===== src/hw/rtl/fce_pkg.sv =====
// ----------------------------------------------------------------------------
// FIR convolution package
// Shared widths, types and helper functions of the edge-clamped FIR block.
// ----------------------------------------------------------------------------
`default_nettype none

package fce_pkg;

  localparam int SAMPLE_WIDTH = 16;
  localparam int MAX_TAPS     = 7;
  localparam int COEF_WIDTH   = 18;
  localparam int FRAC_BITS    = 16;
  localparam int TAP_W        = $clog2(MAX_TAPS + 1);
  localparam int PROD_WIDTH   = SAMPLE_WIDTH + COEF_WIDTH;
  localparam int ACC_WIDTH    = PROD_WIDTH + 4;
  localparam int QUO_WIDTH    = ACC_WIDTH - FRAC_BITS;

  localparam int JOBQ_DEPTH   = 4;
  localparam int JQ_AW        = $clog2(JOBQ_DEPTH);
  localparam int JQ_CW        = $clog2(JOBQ_DEPTH + 1);
  localparam int OUTQ_DEPTH   = 8;
  localparam int OQ_AW        = $clog2(OUTQ_DEPTH);
  localparam int OQ_CW        = $clog2(OUTQ_DEPTH + 1);

  localparam int REG_W        = 3;
  localparam int DATA_W       = COEF_WIDTH;

  localparam logic [REG_W-1:0] REG_TAP_COUNT = REG_W'(0);
  localparam logic [REG_W-1:0] REG_COEF_0    = REG_W'(1);

  typedef logic signed [SAMPLE_WIDTH-1:0] sample_t;
  typedef logic signed [COEF_WIDTH-1:0]   coef_t;
  typedef logic signed [PROD_WIDTH-1:0]   prod_t;
  typedef logic signed [ACC_WIDTH-1:0]    acc_t;

  typedef struct packed {
    sample_t [MAX_TAPS-1:0] win;
    logic [TAP_W-1:0]       n;
    logic                   last;
  } job_t;

  typedef struct packed {
    logic [TAP_W-1:0]      taps;
    coef_t [MAX_TAPS-1:0]  coef;
  } cfg_t;

  typedef struct packed {
    sample_t value;
    logic    last;
  } res_t;

  function automatic logic [TAP_W-1:0] taps_eff(input logic [TAP_W-1:0] t);
    logic [TAP_W-1:0] r;
    r = t;
    if (t == '0) begin
      r = TAP_W'(1);
    end else if (t > TAP_W'(MAX_TAPS)) begin
      r = TAP_W'(MAX_TAPS);
    end
    return r;
  endfunction

  function automatic logic [TAP_W-1:0] right_of(input logic [TAP_W-1:0] t);
    return t - TAP_W'(1) - (t >> 1);
  endfunction

endpackage

`default_nettype wire


===== src/hw/rtl/fce_front.sv =====
// ----------------------------------------------------------------------------
// FIR front end
// Accepts samples, keeps the sample window and count, and queues one job for
// every sample that releases results.
// ----------------------------------------------------------------------------
`default_nettype none

module fce_front import fce_pkg::*; (
  input  wire logic             clk,
  input  wire logic             rst,
  input  wire logic             push,
  output logic                  full,
  input  wire sample_t          sample_in,
  input  wire logic             is_last,
  input  wire logic [TAP_W-1:0] taps,
  output logic                  job_valid,
  output job_t                  job,
  input  wire logic             job_pop
);

  sample_t [MAX_TAPS-1:0] win;
  sample_t [MAX_TAPS-1:0] win_next;
  logic [TAP_W-1:0]       seen;
  logic [TAP_W-1:0]       n_next;
  logic [TAP_W-1:0]       right;
  logic                   accept;
  logic                   produce;

  job_t                   q [JOBQ_DEPTH];
  logic [JQ_AW-1:0]       wr_ptr;
  logic [JQ_AW-1:0]       rd_ptr;
  logic [JQ_CW-1:0]       count;
  logic                   q_push;
  logic                   q_pop;

  assign full      = (count == JQ_CW'(JOBQ_DEPTH));
  assign accept    = push & ~full;
  assign win_next  = {win[MAX_TAPS-2:0], sample_in};
  assign n_next    = (seen == TAP_W'(MAX_TAPS)) ? seen : seen + TAP_W'(1);
  assign right     = right_of(taps);
  assign produce   = is_last | (n_next >= right + TAP_W'(1));
  assign q_push    = accept & produce;
  assign q_pop     = job_pop & (count != '0);
  assign job_valid = (count != '0);
  assign job       = q[rd_ptr];

  always_ff @(posedge clk) begin
    if (accept) begin
      win <= win_next;
    end
    if (q_push) begin
      q[wr_ptr] <= '{win: win_next, n: n_next, last: is_last};
    end
  end

  always_ff @(posedge clk) begin
    if (rst) begin
      seen   <= '0;
      wr_ptr <= '0;
      rd_ptr <= '0;
      count  <= '0;
    end else begin
      if (accept) begin
        seen <= is_last ? '0 : n_next;
      end
      if (q_push) begin
        wr_ptr <= wr_ptr + JQ_AW'(1);
      end
      if (q_pop) begin
        rd_ptr <= rd_ptr + JQ_AW'(1);
      end
      if (q_push && !q_pop) begin
        count <= count + JQ_CW'(1);
      end else if (!q_push && q_pop) begin
        count <= count - JQ_CW'(1);
      end
    end
  end

endmodule

`default_nettype wire


===== config.mk =====
export PLATFORM = sky130hd
export DESIGN_NAME = fce_front
export DESIGN_NICKNAME = d
export VERILOG_FILES = /design/src/hw/rtl/fce_pkg.sv /design/src/hw/rtl/fce_front.sv
export SDC_FILE = /design/constraint.sdc
export NUM_CORES = 1
export LEC_CHECK = 0
export BUFFER_PORTS_ARGS = -buffer_cell sky130_fd_sc_hd__buf_4
export CAP_MARGIN = 10
export CORE_ASPECT_RATIO = 1.1
export CORE_MARGIN = 2
export CORE_UTILIZATION = 30
export CTS_CLUSTER_DIAMETER = 100
export DETAILED_ROUTE_END_ITERATION = 6
export GPL_TIMING_DRIVEN = 1
export REMOVE_ABC_BUFFERS = 1
export SLEW_MARGIN = 20
export SYNTH_ARGS = -nofsm -noshare
export SYNTH_HDL_FRONTEND = slang
export SYNTH_SLANG_ARGS = --single-unit

===== constraint.sdc =====
create_clock -name clk -period 5.8 [get_ports clk]
set_clock_uncertainty 0.2 [all_clocks]
set_input_delay 1.45 -clock clk [delete_from_list [all_inputs] [get_ports clk]]
set_output_delay 1.45 -clock clk [all_outputs]
set_load 0.03 [all_outputs]

# ---- Word level (Yosys, flattened, before mapping)
# Memory sizes are Yosys's and may differ from the RTL's. A register that Yosys moved wholly into a read port is not among the register bits.
# Cells that the tools add are included.
dict set report totals {
  ram_bits 464
  mem_count 1
  mem_bits_ro 0
  output_inout_bits 118
  inputBits 24
  latchBits 0
  ff_bits 106
}
dict set report op_classes {
  order_cmp 1
  n_mul 0
  div 0
  n_mux 8
  n_bitwise 5
  addsub 8
  n_eq_ne 2
  n_shift 0
  reduce_logical 6
}
# name depth width rd rd_clocked_by_memory_dff write_ports line
set mem_list {}
lappend mem_list {q 4 116 1 1 1 fce_front.sv:29} ;# job_t q [JOBQ_DEPTH];
# cell n
set op_table {}
lappend op_table {{$mux W3} 4}
lappend op_table {{$add A3 B1 Y3 const B} 3}
lappend op_table {{$eq A3 B3 Y1 const B} 2}
lappend op_table {{$sub A3 B1 Y3 const B} 2}
lappend op_table {{$add A2 B1 Y2 const B} 2}
lappend op_table {{$mux W2} 2}
lappend op_table {{$and A1 B1 Y1} 3}
lappend op_table {{$ge A3 B3 Y1} 1}
lappend op_table {{$reduce_bool A3 Y1} 1}
lappend op_table {{$sub A3 B2 Y3} 1}
lappend op_table {{$logic_and A1 B1 Y1} 2}
lappend op_table {{$logic_not A1 Y1} 2}
lappend op_table {{$mux W1} 2}
lappend op_table {{$reduce_bool A2 Y1} 1}
lappend op_table {{$not A1 Y1} 1}
lappend op_table {{$or A1 B1 Y1} 1}

# ---- Logic depth before layout (Yosys ltp)
dict set report depth {
  depth_word 10
  mapped_depth 13
}

# ---- Worst setup path after synthesis
# No wires, ideal clock.
dict set report synth_path {
  path_kind {input port to flip-flop}
  start {input port taps[0]}
  end {memory q[0][0] (netlist bit), enable pin}
  arrival_ps 5533
  setup_time_ps 489
  path_stages 8
  setup_slack_ps -422
  path_cell_list {inv_1 -> ha_1 -> fa_1 -> xnor2_1 -> ha_1 -> o211ai_1 -> a21oi_4 -> and2_1}
}
dict set report synth_between {
  elab_chain_cells 8
}
# item line
set synth_lines {}
lappend synth_lines {{start, declared} fce_front.sv:15} ;# input wire logic [TAP_W-1:0] taps,
lappend synth_lines {{$sub A3 B1 Y3} fce_pkg.sv:64} ;# return t - TAP_W'(1) - (t >> 1);
lappend synth_lines {{$sub A3 B2 Y3} fce_pkg.sv:64}
lappend synth_lines {{$add A3 B1 Y3} fce_front.sv:41} ;# assign produce = is_last | (n_next >= right + TAP_W'(1));
lappend synth_lines {{$ge A3 B3 Y1} fce_front.sv:41}
lappend synth_lines {{$or A1 B1 Y1} fce_front.sv:41}
lappend synth_lines {{$and A1 B1 Y1} fce_front.sv:42} ;# assign q_push = accept & produce;
lappend synth_lines {{net q_push} fce_front.sv:33} ;# logic q_push;
lappend synth_lines {{$mux W1} fce_front.sv:51} ;# if (q_push) begin
lappend synth_lines {{$mux W1 (implied by the code)} fce_front.sv:52} ;# q[wr_ptr] <= '{win: win_next, n: n_next, last: is_last};
lappend synth_lines {{end, declared} fce_front.sv:29}
# The timed path passes the listed nets, and every way through them passes these cells.

==> reports/summary.log <==
[finish] net total in the final layout 991
[pwr] Leakage 7.69 nW
[routing] routed wire length 37,300 µm
[pwr] power spent charging and discharging nets 3.28 mW
[timing] Achievable Freq 238 MHz
[clock_network] cts hold-fix bufs 0
[pwr] overall power 11.5 mW
[run_status] run status finished clean
[timing] headroom to the max-slew limit 0.358
[routing] number of vias in the routed layout 8,262
[synthesis] Async SR Flop Fraction 0
[critical_path] cells on worst reg2reg path 8
[critical_path] peak fanout along the critical path 55
[routing] average via count per standard cell 4.45
[finish] Area Overhead vs Synth 19.0%
[timing] part of the cycle the worst path needs 0.725
[routing] Iteration-0 DRC Markers 554
[routing] mean routed wirelength per cell 20.1 µm
[placed_design] count of buffers inserted at the top-level ports 141
[job] max-cap violations 0
[critical_path] startpoint-to-endpoint class of the critical path flop to primary output
[critical_path] number of buffers and inverters on the critical path 2
[critical_path] critical register-to-register path startpoint seen[0]
[critical_path] endpoint type of the worst setup path primary output
[clock_network] CTS tree done
[floorplan] Placeable Area 67,300 µm²
[synthesis] Synth Register Bits 572
[pwr] portion of total power attributed to sequential cells 0.464
[timing] unrepaired setup endpoints after global routing no
[pwr] peak supply drop 224 µV
[clock_network] number of buffers added by the clock tree synthesis step 48
[critical_path] data arrival time at the worst-slack endpoint 2560 ps
[floorplan] die span in y 277 µm
[grt] total routing usage reported by global routing 0.106
[finish] most frequent standard cell in the layout excluding fill and tap cells edfxtp_1
[placed_design] final HPWL from detailed placement 20,700 µm
[clock_network] clock root buffer clkbuf_16
[synthesis] Netlist Area Pre-Place 20,300 µm²
[pwr] clock network fraction of design power 0.296
[floorplan] Total Die Area 69,900 µm²
[critical_path] cell with the largest stage delay on the worst path dfxtp_4
[clock_network] clock sink count 572
[clock_network] maximum buffer depth of the clock tree 3
[clock_network] post-CTS clock slew at the launch and capture registers of the worst setup and hold paths 60 ps
[finish] share of cells above drive strength 1 0.353
[critical_path] largest stage delay on the critical path 660 ps
[routing] number of iterations in the first detailed-routing pass 4
[pwr] internal power of the cells 8.25 mW
[synthesis] Primary FF master, synth edfxtp_1
[critical_path] required time at the endpoint of the critical path 4150 ps
[grt] number of global-route vias before repair 8,768
[routing] count of antenna-violating nets left after detailed routing 0
[timing] Final Setup Violations 0
[grt] number of antenna violations at the first check in global routing 1
[pwr] Combinational Power Share 0.241
[finish] area of combinational cells with multiple inputs 3090 µm²
[synthesis] number of synthesized flops with an enable pin 560
[critical_path] worst path cell trace buf_12 > mux4_2 > buf_4
[finish] FILL cells 6,086
[worst_hold_path] type of the worst min-delay path flop to flop
[finish] n_diodes 0
[finish] commonest cells after routing, fill and taps aside edfxtp_1 (560), buf_4 (143), mux4_2 (116)
[placed_design] weighted congestion reported at the end of routability-driven placement 0.672
[synthesis] post-synthesis area per instance 26.1 µm²
[critical_path] cell family with most CP delay flip-flops
[grt] maximum number of pins on one net before global-route repair 117
[critical_path] Critical Path Stages 3
[timing] slew at the pin closest to its max-slew limit 963 ps
[pwr] power density over the cells 477 nW/µm²
[timing] final hold vios 0
[grt] global-route wire length before repair 55,700 µm
[worst_hold_path] worst hold path stage count 2
[floorplan] horizontal die dimension 252 µm
[worst_hold_path] min-delay src seen[0]
[critical_path] launching element type of the critical path flop
[floorplan] starting density of the core 0.302
[timing] smallest hold slack 295 ps
[finish] FF+latch area 17,100 µm²
[synthesis] sequential fraction of the synthesis area 0.839
[synthesis] number of warnings reported in the yosys synthesis log 0
[grt] total gr overflow 0
[timing] count of final max-slew check failures 0
[clock_network] postcts setup bufs 0
[routing] count of unresolved DRC violations after routing 0
[synthesis] post-synthesis instance total 780
[timing] post-layout min period 4210 ps
[floorplan] total number of placement rows 100
[floorplan] I/O pin cnt 142
[clock_network] CTS-repair resized insts 0
[clock_network] insertion delay of the later-clocked pin in the worst-skew pair 550 ps
[pwr] fraction of power spent switching nets 0.285
[clock_network] H-tree depth 2
[synthesis] post-synthesis cell type count 29
synthesized netlist by cell type (2+ instances only):
cell type | count | area (µm²)
a211oi_1 | 2 | 15.0
buf_6 | 6 | 67.6
dfxtp_1 | 12 | 240
buf_2 | 13 | 65.1
inv_1 | 9 | 33.8
or3_1 | 3 | 18.8
edfxtp_1 | 560 | 16800
xor2_1 | 4 | 35.0
mux2_2 | 2 | 22.5
nor2_1 | 7 | 26.3
fa_1 | 2 | 40.0
nand2b_1 | 2 | 12.5
mux4_2 | 116 | 2610
a21oi_1 | 3 | 15.0
and2_1 | 4 | 25.0
ha_1 | 10 | 125
xnor2_1 | 2 | 17.5
nand2_1 | 4 | 15.0
clkbuf_1 | 8 | 30.0
mux2i_1 | 2 | 20.0
state kept, by name, indices dropped and copies added (netlist names), named ones only:
name and count:
rd_ptr 2, q 464, wr_ptr 2, win 96
count 3, seen 3
stage by stage:
step	cells	setup TNS (ps)	util	setup WS, ps	area (µm²)
finish	1858	0	0.360	1590	24200
CTS	1858	0	0.360	1470	24200
floorplan	753	-364250	-	-1450	20200
detailed placement	1772	0	0.335	1150	22500
global placement	1772	0	0.335	1150	22500
global route	1858	0	0.360	1410	24200
path summary, 6_finish.rpt:
check	endpoint	slack, ps
setup reg to reg	q[2][15]	2410
hold / removal	seen[0]	300
hold reg to reg	seen[0]	300
setup / recovery	job[25]	1590
cell type report:
type,instances,area share
inverter,9,0.00150
tap,867,0.0448
multi-input combinational,172,0.128
timing repair buffer,152,0.0518
sequential,572,0.705
clock inverter,32,0.0176
clock buffer,54,0.0514
routing by layer:
layer  GRT usage  share of wire  vias up  wire length, µm
met5           0        0.00035        -               13
li1            -              -     3652                -
met4      0.0316          0.023        2              846
met3      0.0236          0.047       54             1740
met2       0.178           0.50      153            18700
met1       0.137           0.43     4401            15900
worst min-delay path: cells and delay by family, from the launching register on:
kind | cells | cell delay [ps]
flops | 1 | 330
simple gates | 1 | 60
compound gates | 1 | 50
power by group through the flow:
stage | Clock (mW) | Sequential [mW] | Combinational, mW
2_1_floorplan | 0 | 5.55 | 1.71
3_3_place_gp | 0 | 5.41 | 2.87
3_5_place_dp | 0 | 5.45 | 2.87
4_1_cts | 3.51 | 5.36 | 2.88
5_1_grt | 3.64 | 5.41 | 2.94
6_report | 3.41 | 5.35 | 2.77
kinds of logic after synthesis:
family,Yosys count,synth area share
AO/OA/AOI/OAI,9,0.00326
XOR/XNOR,6,0.00258
adder cells (fa/ha/maj),12,0.00812
buffers and inverters,36,0.00966
flip-flops,572,0.839
multiplexers,120,0.131
AND/OR/NAND/NOR,25,0.00701
No activity file was read; power rests on OpenSTA's default activity.
