==> src/hw/rtl/fce_pkg.sv <==
// ----------------------------------------------------------------------------
// FIR convolution package
// Shared widths, types and helper functions of the edge-clamped FIR block.
// ----------------------------------------------------------------------------
`default_nettype none

package fce_pkg;

  localparam int SAMPLE_WIDTH = 16;
  localparam int MAX_TAPS     = 7;
  localparam int COEF_WIDTH   = 18;
  localparam int FRAC_BITS    = 16;
  localparam int TAP_W        = $clog2(MAX_TAPS + 1);
  localparam int PROD_WIDTH   = SAMPLE_WIDTH + COEF_WIDTH;
  localparam int ACC_WIDTH    = PROD_WIDTH + 4;
  localparam int QUO_WIDTH    = ACC_WIDTH - FRAC_BITS;

  localparam int JOBQ_DEPTH   = 4;
  localparam int JQ_AW        = $clog2(JOBQ_DEPTH);
  localparam int JQ_CW        = $clog2(JOBQ_DEPTH + 1);
  localparam int OUTQ_DEPTH   = 8;
  localparam int OQ_AW        = $clog2(OUTQ_DEPTH);
  localparam int OQ_CW        = $clog2(OUTQ_DEPTH + 1);

  localparam int REG_W        = 3;
  localparam int DATA_W       = COEF_WIDTH;

  localparam logic [REG_W-1:0] REG_TAP_COUNT = REG_W'(0);
  localparam logic [REG_W-1:0] REG_COEF_0    = REG_W'(1);

  typedef logic signed [SAMPLE_WIDTH-1:0] sample_t;
  typedef logic signed [COEF_WIDTH-1:0]   coef_t;
  typedef logic signed [PROD_WIDTH-1:0]   prod_t;
  typedef logic signed [ACC_WIDTH-1:0]    acc_t;

  typedef struct packed {
    sample_t [MAX_TAPS-1:0] win;
    logic [TAP_W-1:0]       n;
    logic                   last;
  } job_t;

  typedef struct packed {
    logic [TAP_W-1:0]      taps;
    coef_t [MAX_TAPS-1:0]  coef;
  } cfg_t;

  typedef struct packed {
    sample_t value;
    logic    last;
  } res_t;

  function automatic logic [TAP_W-1:0] taps_eff(input logic [TAP_W-1:0] t);
    logic [TAP_W-1:0] r;
    r = t;
    if (t == '0) begin
      r = TAP_W'(1);
    end else if (t > TAP_W'(MAX_TAPS)) begin
      r = TAP_W'(MAX_TAPS);
    end
    return r;
  endfunction

  function automatic logic [TAP_W-1:0] right_of(input logic [TAP_W-1:0] t);
    return t - TAP_W'(1) - (t >> 1);
  endfunction

endpackage

`default_nettype wire

==> src/hw/rtl/fce_outq.sv <==
// ----------------------------------------------------------------------------
// FIR result queue
// Holds finished results until the consumer takes them.
// ----------------------------------------------------------------------------
`default_nettype none

module fce_outq import fce_pkg::*; (
  input  wire logic        clk,
  input  wire logic        rst,
  input  wire logic        wr,
  input  wire res_t        wr_res,
  input  wire logic        pop,
  output logic             empty,
  output res_t             head,
  output logic [OQ_CW-1:0] count
);

  res_t             mem [OUTQ_DEPTH];
  logic [OQ_AW-1:0] wr_ptr;
  logic [OQ_AW-1:0] rd_ptr;
  logic             rd;

  assign empty = (count == '0);
  assign rd    = pop & ~empty;
  assign head  = mem[rd_ptr];

  always_ff @(posedge clk) begin
    if (wr) begin
      mem[wr_ptr] <= wr_res;
    end
  end

  always_ff @(posedge clk) begin
    if (rst) begin
      wr_ptr <= '0;
      rd_ptr <= '0;
      count  <= '0;
    end else begin
      if (wr) begin
        wr_ptr <= wr_ptr + OQ_AW'(1);
      end
      if (rd) begin
        rd_ptr <= rd_ptr + OQ_AW'(1);
      end
      if (wr && !rd) begin
        count <= count + OQ_CW'(1);
      end else if (!wr && rd) begin
        count <= count - OQ_CW'(1);
      end
    end
  end

endmodule

`default_nettype wire

==> config.mk <==
export PLATFORM = sky130hd
export DESIGN_NAME = fce_outq
export DESIGN_NICKNAME = d
export VERILOG_FILES = /design/src/hw/rtl/fce_pkg.sv /design/src/hw/rtl/fce_outq.sv
export SDC_FILE = /design/constraint.sdc
export NUM_CORES = 1
export LEC_CHECK = 0
export ABC_CLOCK_PERIOD_IN_PS = 3500
export BUFFER_PORTS_ARGS = -buffer_cell sky130_fd_sc_hd__buf_4
export CAP_MARGIN = 10
export CORE_UTILIZATION = 55
export DETAILED_ROUTE_END_ITERATION = 7
export GPL_TIMING_DRIVEN = 0
export PLACE_DENSITY = 0.74
export SLEW_MARGIN = 20
export SYNTH_ARGS = -nofsm -noshare
export SYNTH_HDL_FRONTEND = slang
export SYNTH_SLANG_ARGS = --single-unit
==> constraint.sdc <==
create_clock -name clk -period 3.5 [get_ports clk]
set_input_delay 0.35 -clock clk [delete_from_list [all_inputs] [get_ports clk]]
set_output_delay 0.35 -clock clk [all_outputs]
set_load 0.02 [all_outputs]
Yosys cells after proc, flatten, opt, wreduce, memory -nomap -nowiden
Memories as Yosys holds them, arrays and structs flattened. A register that Yosys moved wholly into a read port is not among the register bits.
Index checks and enable logic that the tools add are counted.
{"block": "totals", "n_memories": 1, "in_bits": 21, "reg_bits": 10, "out_inout_bits": 22, "mem_bits_rw": 136}
{"block": "op_classes", "addsub": 4, "reduce_logical": 6, "bitwise": 2, "mux": 6}
{"memory": "mem", "words": 8, "word_bits": 17, "read_ports": 1, "rd_clocked_by_memory_dff": 1, "write_ports": 1, "line": "fce_outq.sv:18", "rtl": "res_t mem [OUTQ_DEPTH];"}
{"cell": "$mux 4", "count": 2}
{"cell": "$add 3x1->3 const B", "count": 2}
{"cell": "$mux 3", "count": 2}
{"cell": "$add 4x1->4 const B", "count": 1}
{"cell": "$logic_not 4->1", "count": 1}
{"cell": "$sub 4x1->4 const B", "count": 1}
{"cell": "$logic_and 1x1->1", "count": 2}
{"cell": "$logic_not 1->1", "count": 2}
{"cell": "$mux 1", "count": 2}
{"cell": "$reduce_bool 2->1", "count": 1}
{"cell": "$and 1x1->1", "count": 1}
{"cell": "$not 1->1", "count": 1}

Depth between registers and ports, before layout
Gate-level depths: netlist of the first run.
{"block": "depth", "ltp_word": 6, "mapped_depth": 8, "depth_no_buf": 8}

Worst setup path before layout of the first run
Ideal clock, no wire load.
{"block": "synth_timing", "kind": "register -> register", "startpoint": "reg count[0]", "endpoint": "reg count[3]", "required_time_ns": 3.379, "synth_period_minus_slack_ns": 2.358, "path_buffers": 0, "setup_time_ns": 0.121, "setup_slack_ns": 1.142, "stages_incl_launch_ff": 9, "t_arrival_ns": 2.237, "path_cell_list": "dfxtp_1 o41ai_4 ha_1 inv_1 ha_1 a21oi_1 a211oi_1 a31oi_1 mux2_2"}
{"block": "synth_via", "elab_chain_len": 6, "word_cells_on_any_way": 11, "classes_between": "2 x add/sub; 2 x mux; 2 x bitwise; 5 x reduce/logical"}
{"item": "start, declared", "line": "fce_outq.sv:15", "rtl": "output logic [OQ_CW-1:0] count"}
{"item": "start signal, assigned", "line": "fce_outq.sv:46", "rtl": "count <= count + OQ_CW'(1);"}
{"item": "start signal, assigned", "line": "fce_outq.sv:48", "rtl": "count <= count - OQ_CW'(1);"}
{"item": "branches (longest 6 deep; another with $sub 4x1->4)"}
Parallel ways; which one is timed is not known. The select of a mux whose other input is x is not followed.
A chain may end at the register's enable or synchronous reset.

==> flow_metrics.py, run 1 <==
metrics = {
    "sta": {
        "worstMarginPinSlew_ns": 0.7430,
        "maxSlewHeadroom_pct": 50.47,
        "slew_viol_final": 0,
        "max_freq_mhz": 338.9,
        "fin_tns_setup_ns": 0,
        "fin_crit_sh_pct": 84.31,
        "min_period_ns": 2.951,
        "fin_skew_ns": 0.009411,
        "final-setup-viol-count": 0,
        "rsz0062_at_grt": "false",
        "hold_viol": 0,
    },
    "power": {
        "total_power_uw": 5009,
        "power_density_nw_per_um2": 712.6,
        "p_leak_uw": 0.002397,
        "peakVddDrop_mv": 0.4730,
    },
    "place": {
        "dp_cells": 454,
        "placed_area_sq_um": 6454,
        "gp_congestion": 0.7070,
        "dp_hpwl_um": 6571,
        "io_buffers": 42,
    },
    "clock_network": {
        "clk_path_buf_depth": 2,
        "root_buffer": "clkbuf_8",
        "cts_buffers": 17,
        "htree_levels": 4,
        "cts_tree": "yes",
        "postCtsSetupRepairBufs": 0,
        "clk_pin_slew_ns": 0.06,
        "hold_buffers": 0,
        "cts_sinks": 149,
        "worst_skew_pair.late_latency_ns": 0.52,
        "cts_resized": 0,
    },
    "global_route": {
        "grt_overflow": 0,
        "grt_pass1_vias": 2875,
        "antenna_found_initial": 0,
        "track_usage_pct": 20.78,
        "grt_pass1_wl_um": 16030,
        "grt_max_degree": 17,
    },
    "setup_path": {
        "critPathMaxStageDelay_ns": 0.58,
        "r2r_end": "count[3]",
        "r2r_slack_ns": 0.90,
        "crit_slowest_cell": "clkbuf_1",
        "path_buf_inv": 3,
        "r2r_start": "count[0]",
        "path_class": "reg -> out",
        "cp.arrival_ns": 2.60,
        "critPathCapture": "head[7]",
        "required_ns": 3.15,
        "endpoint_kind": "output port",
        "worstPathCellList": "clkbuf_1 > clkbuf_1 > mux4_1 > mux2_2 > buf_4",
        "crit_path_start_kind": "flop",
        "r2r_cells": 8,
        "critPathMaxFanout": 10,
        "path_common_cell": "clkbuf_1",
        "path_depth": 5,
        "crit_family": "buffers and inverters",
    },
    "routing": {
        "wl_met1_um": 4502,
        "drt_iter0_drc": 226,
        "firstDrtPassIters": 4,
        "drc": 0,
        "route.met3.wl_um": 515,
        "viasPerCell": 5.786,
        "route.met2.wl_um": 5239,
        "detail_route.wirelength_um": 10490,
        "top_layer": "met4",
        "ant_nets": 0,
        "routedWlPerCell_um": 21.62,
        "num_vias": 2806,
    },
    "run": {
        "drv_cap": 0,
    },
    "run_status": {
        "status": "finished clean",
    },
    "cells_and_area": {
        "final_cell_mix": "136 x edfxtp_1, 45 x buf_4, 24 x mux4_1",
        "final.fill_count": 648,
        "stdcell_area_sq_um": 7029,
        "area_growth_pct": 20.48,
        "layout_commonest_cell": "edfxtp_1",
        "layout-drive-gt1-share_pct": 34.67,
        "nNetsFinal": 364,
        "antenna_cells": 0,
        "instances_no_fill": 485,
        "regArea_sq_um": 4344,
        "multi_input_area_sq_um": 1431,
    },
    "floorplanning": {
        "die_y_um": 105.0,
        "die_x_um": 105.0,
        "design.core.area_sq_um": 10320,
        "io_pins": 43,
        "start_util_pct": 56.51,
        "rows": 37,
        "die-area_sq_um": 11020,
    },
    "synthesis": {
        "yosys_warnings": 0,
        "yosysUniqueCellTypes": 26,
        "synth_cells": 266,
        "synth_area_per_cell_sq_um": 21.93,
        "syn_nets": 293,
        "synth-seq-cells": 149,
        "yosysSeqAreaShare_pct": 74.46,
        "synthesis.area_sq_um": 5834,
    },
    "hold_path": {
        "worstHoldStart": "wr_res[16]",
        "hold_class": "in -> reg",
    },
}
-- stage by stage --
step	hold slack [ns]	utilization [%]	setup WS, ns
global route	0.04306	68.09	0.4567
global placement	0.4836	61.22	0.1025
detailed placement	0.5049	62.51	0.9019
finish	0.05756	68.09	0.5491
CTS	0.02940	68.09	0.4949
floorplan	0.4489	-	1.142
-- synth_stat cells --
master / count / share of area, %
nor2_1: 19 / 1.2
edfxtp_1: 136 / 70
nand2_1: 3 / 0.19
buf_2: 1 / 0.086
a31oi_1: 1 / 0.11
mux2_2: 18 / 3.5
mux4_2: 10 / 3.9
fa_1: 1 / 0.34
a21oi_1: 3 / 0.26
buf_6: 4 / 0.77
nor4_1: 1 / 0.11
nand3_1: 1 / 0.086
inv_1: 2 / 0.13
o41ai_4: 1 / 0.47
mux4_1: 24 / 11
xor2_1: 3 / 0.45
a211oi_1: 1 / 0.13
mux2i_1: 3 / 0.51
clkbuf_1: 6 / 0.39
xnor2_1: 2 / 0.30
nor2b_1: 1 / 0.11
nor3_1: 2 / 0.17
ha_1: 5 / 1.1
buf_1: 1 / 0.064
nand2b_1: 4 / 0.43
dfxtp_1: 13 / 4.5
-- power breakdown --
group	switching [uW]	total (uW)	internal, uW
clock network	677	1760	1080
registers	64.4	2080	2020
logic	570	1170	603
total	1310	5010	3700
-- layout make-up --
type / instances / share of cell area, %
plain buffers: 12 / 1.086
well taps: 136 / 2.421
repair buffers: 52 / 6.034
clock buffers: 18 / 5.945
flip-flops and latches: 149 / 61.80
clock inverters: 13 / 2.243
multi-input cells: 103 / 20.36
inverters: 2 / 0.1068
-- flip-flops by register name, indices dropped and copies added (netlist names), named ones only --
name	flops
mem	136
count	4
rd_ptr	3
wr_ptr	3
-- layer usage --
metal	up-vias	track usage (%)
met3	20	5.427
met5	-	0
met1	1454	26.73
met2	82	33.25
met4	0	9.960
li1	1250	-
-- kinds of logic after synthesis --
family,count (synthesis),share of synthesized area (%)
AND/OR/NAND/NOR,31,2.316
flip-flops,149,74.46
adder cells (fa/ha/maj),6,1.415
buffers and inverters,14,1.437
multiplexers,55,18.66
XOR/XNOR,5,0.7507
AO/OA/AOI/OAI,6,0.9651
-- worst min-delay path by stage --
| stage | to | cells past startpoint |
|---|---|---|
| 4_1_cts | mem[4][16] | 1 |
| 3_3_place_gp | wr_ptr[0] | 2 |
| 2_1_floorplan | mem[0][0] | 0 |
| 5_1_grt | mem[0][5] | 1 |
| 3_5_place_dp | wr_ptr[0] | 2 |
| 6_report | mem[6][16] | 1 |
(Power assumes the default switching activity.)
==> run 2, diff against run 1 <==
Settings changed: ABC_AREA set to 1, ABC_CLOCK_PERIOD_IN_PS 3500 to 2800.
Clock period 3.5 ns to 2.8 ns, I/O delays scaled along.
==> run 2 against run 1 <==
Sequential share of layout area down 3.2 points. Wire length is 29% higher. Worst setup slack lost 0.17 ns.
==> flow_metrics.py, run 2 <==
metrics = {
    "cells_and_area": {
        "area_growth_pct": 22.18,
        "layout-drive-gt1-share_pct": 17.19,
        "nNetsFinal": 656,
        "fin_util_pct": 70.51,
        "layout_commonest_cell": "nor2_1",
        "multi_input_area_sq_um": 1529,
        "max_flop_register": "mem",
        "antenna_cells": 0,
        "final_cell_mix": "144 x nor2_1, 136 x edfxtp_1, 104 x nand2_1",
        "regArea_sq_um": 4344,
        "final.fill_count": 735,
        "largest_reg_flops": 136,
        "top_regs": "mem (136), count (4)",
    },
    "sta": {
        "slew_viol_final": 0,
        "min_period_ns": 2.425,
        "fin_crit_sh_pct": 86.61,
        "worstMarginPinSlew_ns": 0.6025,
        "fin_skew_ns": 0.007307,
        "maxSlewHeadroom_pct": 59.79,
        "hold_slack_ns": 0.06672,
        "max_freq_mhz": 412.4,
        "fin_tns_setup_ns": 0,
        "hold_viol": 0,
        "worst_slack_ns": 0.3749,
        "rsz0062_at_grt": "false",
        "final-setup-viol-count": 0,
    },
    "global_route": {
        "antenna_found_initial": 0,
        "track_usage_pct": 25.72,
        "grt_overflow": 0,
        "grt_pass1_vias": 4095,
        "grt_max_degree": 17,
        "grt_pass1_wl_um": 20960,
    },
    "synthesis": {
        "synth_cells": 542,
        "async_flop_share_pct": 0,
        "synth_area_per_cell_sq_um": 11.19,
        "synth_flop_cell": "edfxtp_1",
        "yosysSeqAreaShare_pct": 71.63,
        "synth_largest_area_cell": "edfxtp_1",
        "yosysMostFrequentCell": "nor2_1",
        "synthesis.area_sq_um": 6065,
        "yosysUniqueCellTypes": 21,
        "synth-seq-cells": 149,
        "netlist_top_cells_count": "152 x nor2_1, 136 x edfxtp_1, 104 x nand2_1",
        "yosys_warnings": 0,
        "syn_nets": 569,
        "synth.top_cell.area_share_pct": 67.34,
        "synth_area_leaders": "edfxtp_1 67%, nor2_1 9.4%, nand2_1 6.4%",
        "synth_edf_count": 136,
    },
    "routing": {
        "viasPerCell": 5.371,
        "firstDrtPassIters": 5,
        "drc": 0,
        "drt_iter0_drc": 279,
        "routedWlPerCell_um": 17.47,
        "detail_route.wirelength_um": 13560,
        "num_vias": 4168,
        "ant_nets": 0,
    },
    "setup_path": {
        "crit_path_start_kind": "flop",
        "critPathMaxFanout": 10,
        "r2r_slack_ns": 0.62,
        "endpoint_kind": "output port",
        "r2r_start": "count[1]",
        "r2r_cells": 11,
        "path_class": "reg -> out",
        "r2r_end": "count[3]",
        "cp.arrival_ns": 2.15,
        "required_ns": 2.52,
    },
    "floorplanning": {
        "die-area_sq_um": 11450,
        "rows": 37,
        "die_x_um": 107.0,
        "start_util_pct": 57.71,
        "design.core.area_sq_um": 10510,
        "die_y_um": 107.0,
        "io_pins": 43,
    },
    "power": {
        "power_density_nw_per_um2": 876.7,
        "switching_share_pct": 30.91,
        "peakVddDrop_mv": 0.6093,
        "seqPwrFrac_pct": 39.6,
        "clockPowerShare_pct": 33.4,
        "switchingPower_uw": 2008,
        "p_comb_share_pct": 26.9,
        "p_leak_uw": 0.002879,
        "internal_power_uw": 4488,
    },
    "place": {
        "io_buffers": 42,
        "dp_hpwl_um": 8660,
        "post-place-ws_ns": 0.6448,
        "gp_congestion": 0.7776,
    },
    "clock_network": {
        "htree_levels": 4,
        "root_buffer": "clkbuf_8",
        "worst_skew_pair.late_latency_ns": 0.53,
        "cts_buffers": 17,
        "postCtsSetupRepairBufs": 0,
        "clk_path_buf_depth": 2,
        "clk_pin_slew_ns": 0.06,
        "cts_tree": "yes",
        "cts_sinks": 149,
    },
    "hold_path": {
        "whs_path_depth": 3,
        "hold_class": "in -> reg",
        "worstHoldStart": "wr",
        "hold_path_end": "wr_ptr[2]",
    },
    "run_status": {
        "status": "finished clean",
    },
    "run": {
        "drv_cap": 0,
    },
}
## run 2: cell types whose count changed in the layout (fill, tap and decap cells not counted), sizes merged, moves of 18 or more
cell and change:
nor2 +133, nand2 +101, o21ai +73, mux4 -34, dlygate4sd3 +18, mux2 -18
## run 2: power by group through the flow
stage / combinational [uW] / sequential (uW) / clock, uW
CTS: 1750 / 2570 / 2190
global placement: 1640 / 2610 / 0
floorplan: 1070 / 2640 / 0
detailed placement: 1710 / 2620 / 0
finish: 1750 / 2570 / 2170
global route: 1930 / 2590 / 2270
## run 2: final cells by class
class / count / share of cell area, %
flip-flops and latches: 149 / 58.63
multi-input cells: 353 / 20.63
repair buffers: 68 / 8.055
clock buffers: 19 / 5.691
well taps: 136 / 2.297
plain buffers: 25 / 2.060
clock inverters: 11 / 1.841
inverters: 15 / 0.7937
## run 2: per-stage QoR
stage               power [uW]  cells  area, sq um
floorplan                 3707    542         6065
global placement          4259    720         6550
detailed placement        4329    728         6671
CTS                       6508    776         7410
global route              6789    776         7410
finish                    6496    776         7410
## run 2: how the worst max path moves through the flow
stage,from,end,depth (start not counted),slack [ns]
after global routing,flop,head[8],6,0.28
after CTS,flop,head[6],6,0.37
after detailed placement,count[0],count[3],11,0.64
after floorplan,count[0],count[3],11,0.76
after global placement,wr,mem[0][15],4,0.34
final,flop,head[6],6,0.37
## run 2: kinds of logic (layout without fill, tap and decap cells)
group,count (synthesis),count (layout),synth area share (%)
and+or+nand+nor,264,264,16.55
DFF,149,149,71.63
AOI/OAI and AO/OA,81,81,6.685
buffers and inverters,40,138,3.486
adders and majority gates,6,6,1.362
xor gates and xnor gates,2,2,0.2889
## run 2: metal layers
metal / vias up / GRT usage (%) / share of wire [%]
li1: 2010 / - / -
met1: 1974 / 32.42 / 40
met5: - / 0 / 0
met3: 23 / 6.261 / 7.2
met2: 161 / 42.95 / 51
met4: 0 / 10.08 / 1.6
## run 2: what timing repair did
action | 4_1_cts | 5_1_grt
hold endpoints to repair | 141 | 0
hold buffers | 18 | 0
gates resized for setup | 0 | 0
## run 2: worst max-delay path, stage by stage (launching register included)
cell and delay (ns):
dfxtp_1 0.30, buf_2 0.23, clkinv_1 0.32, clkbuf_1 0.35
nand2_1 0.16, nand2_1 0.09, buf_4 0.16
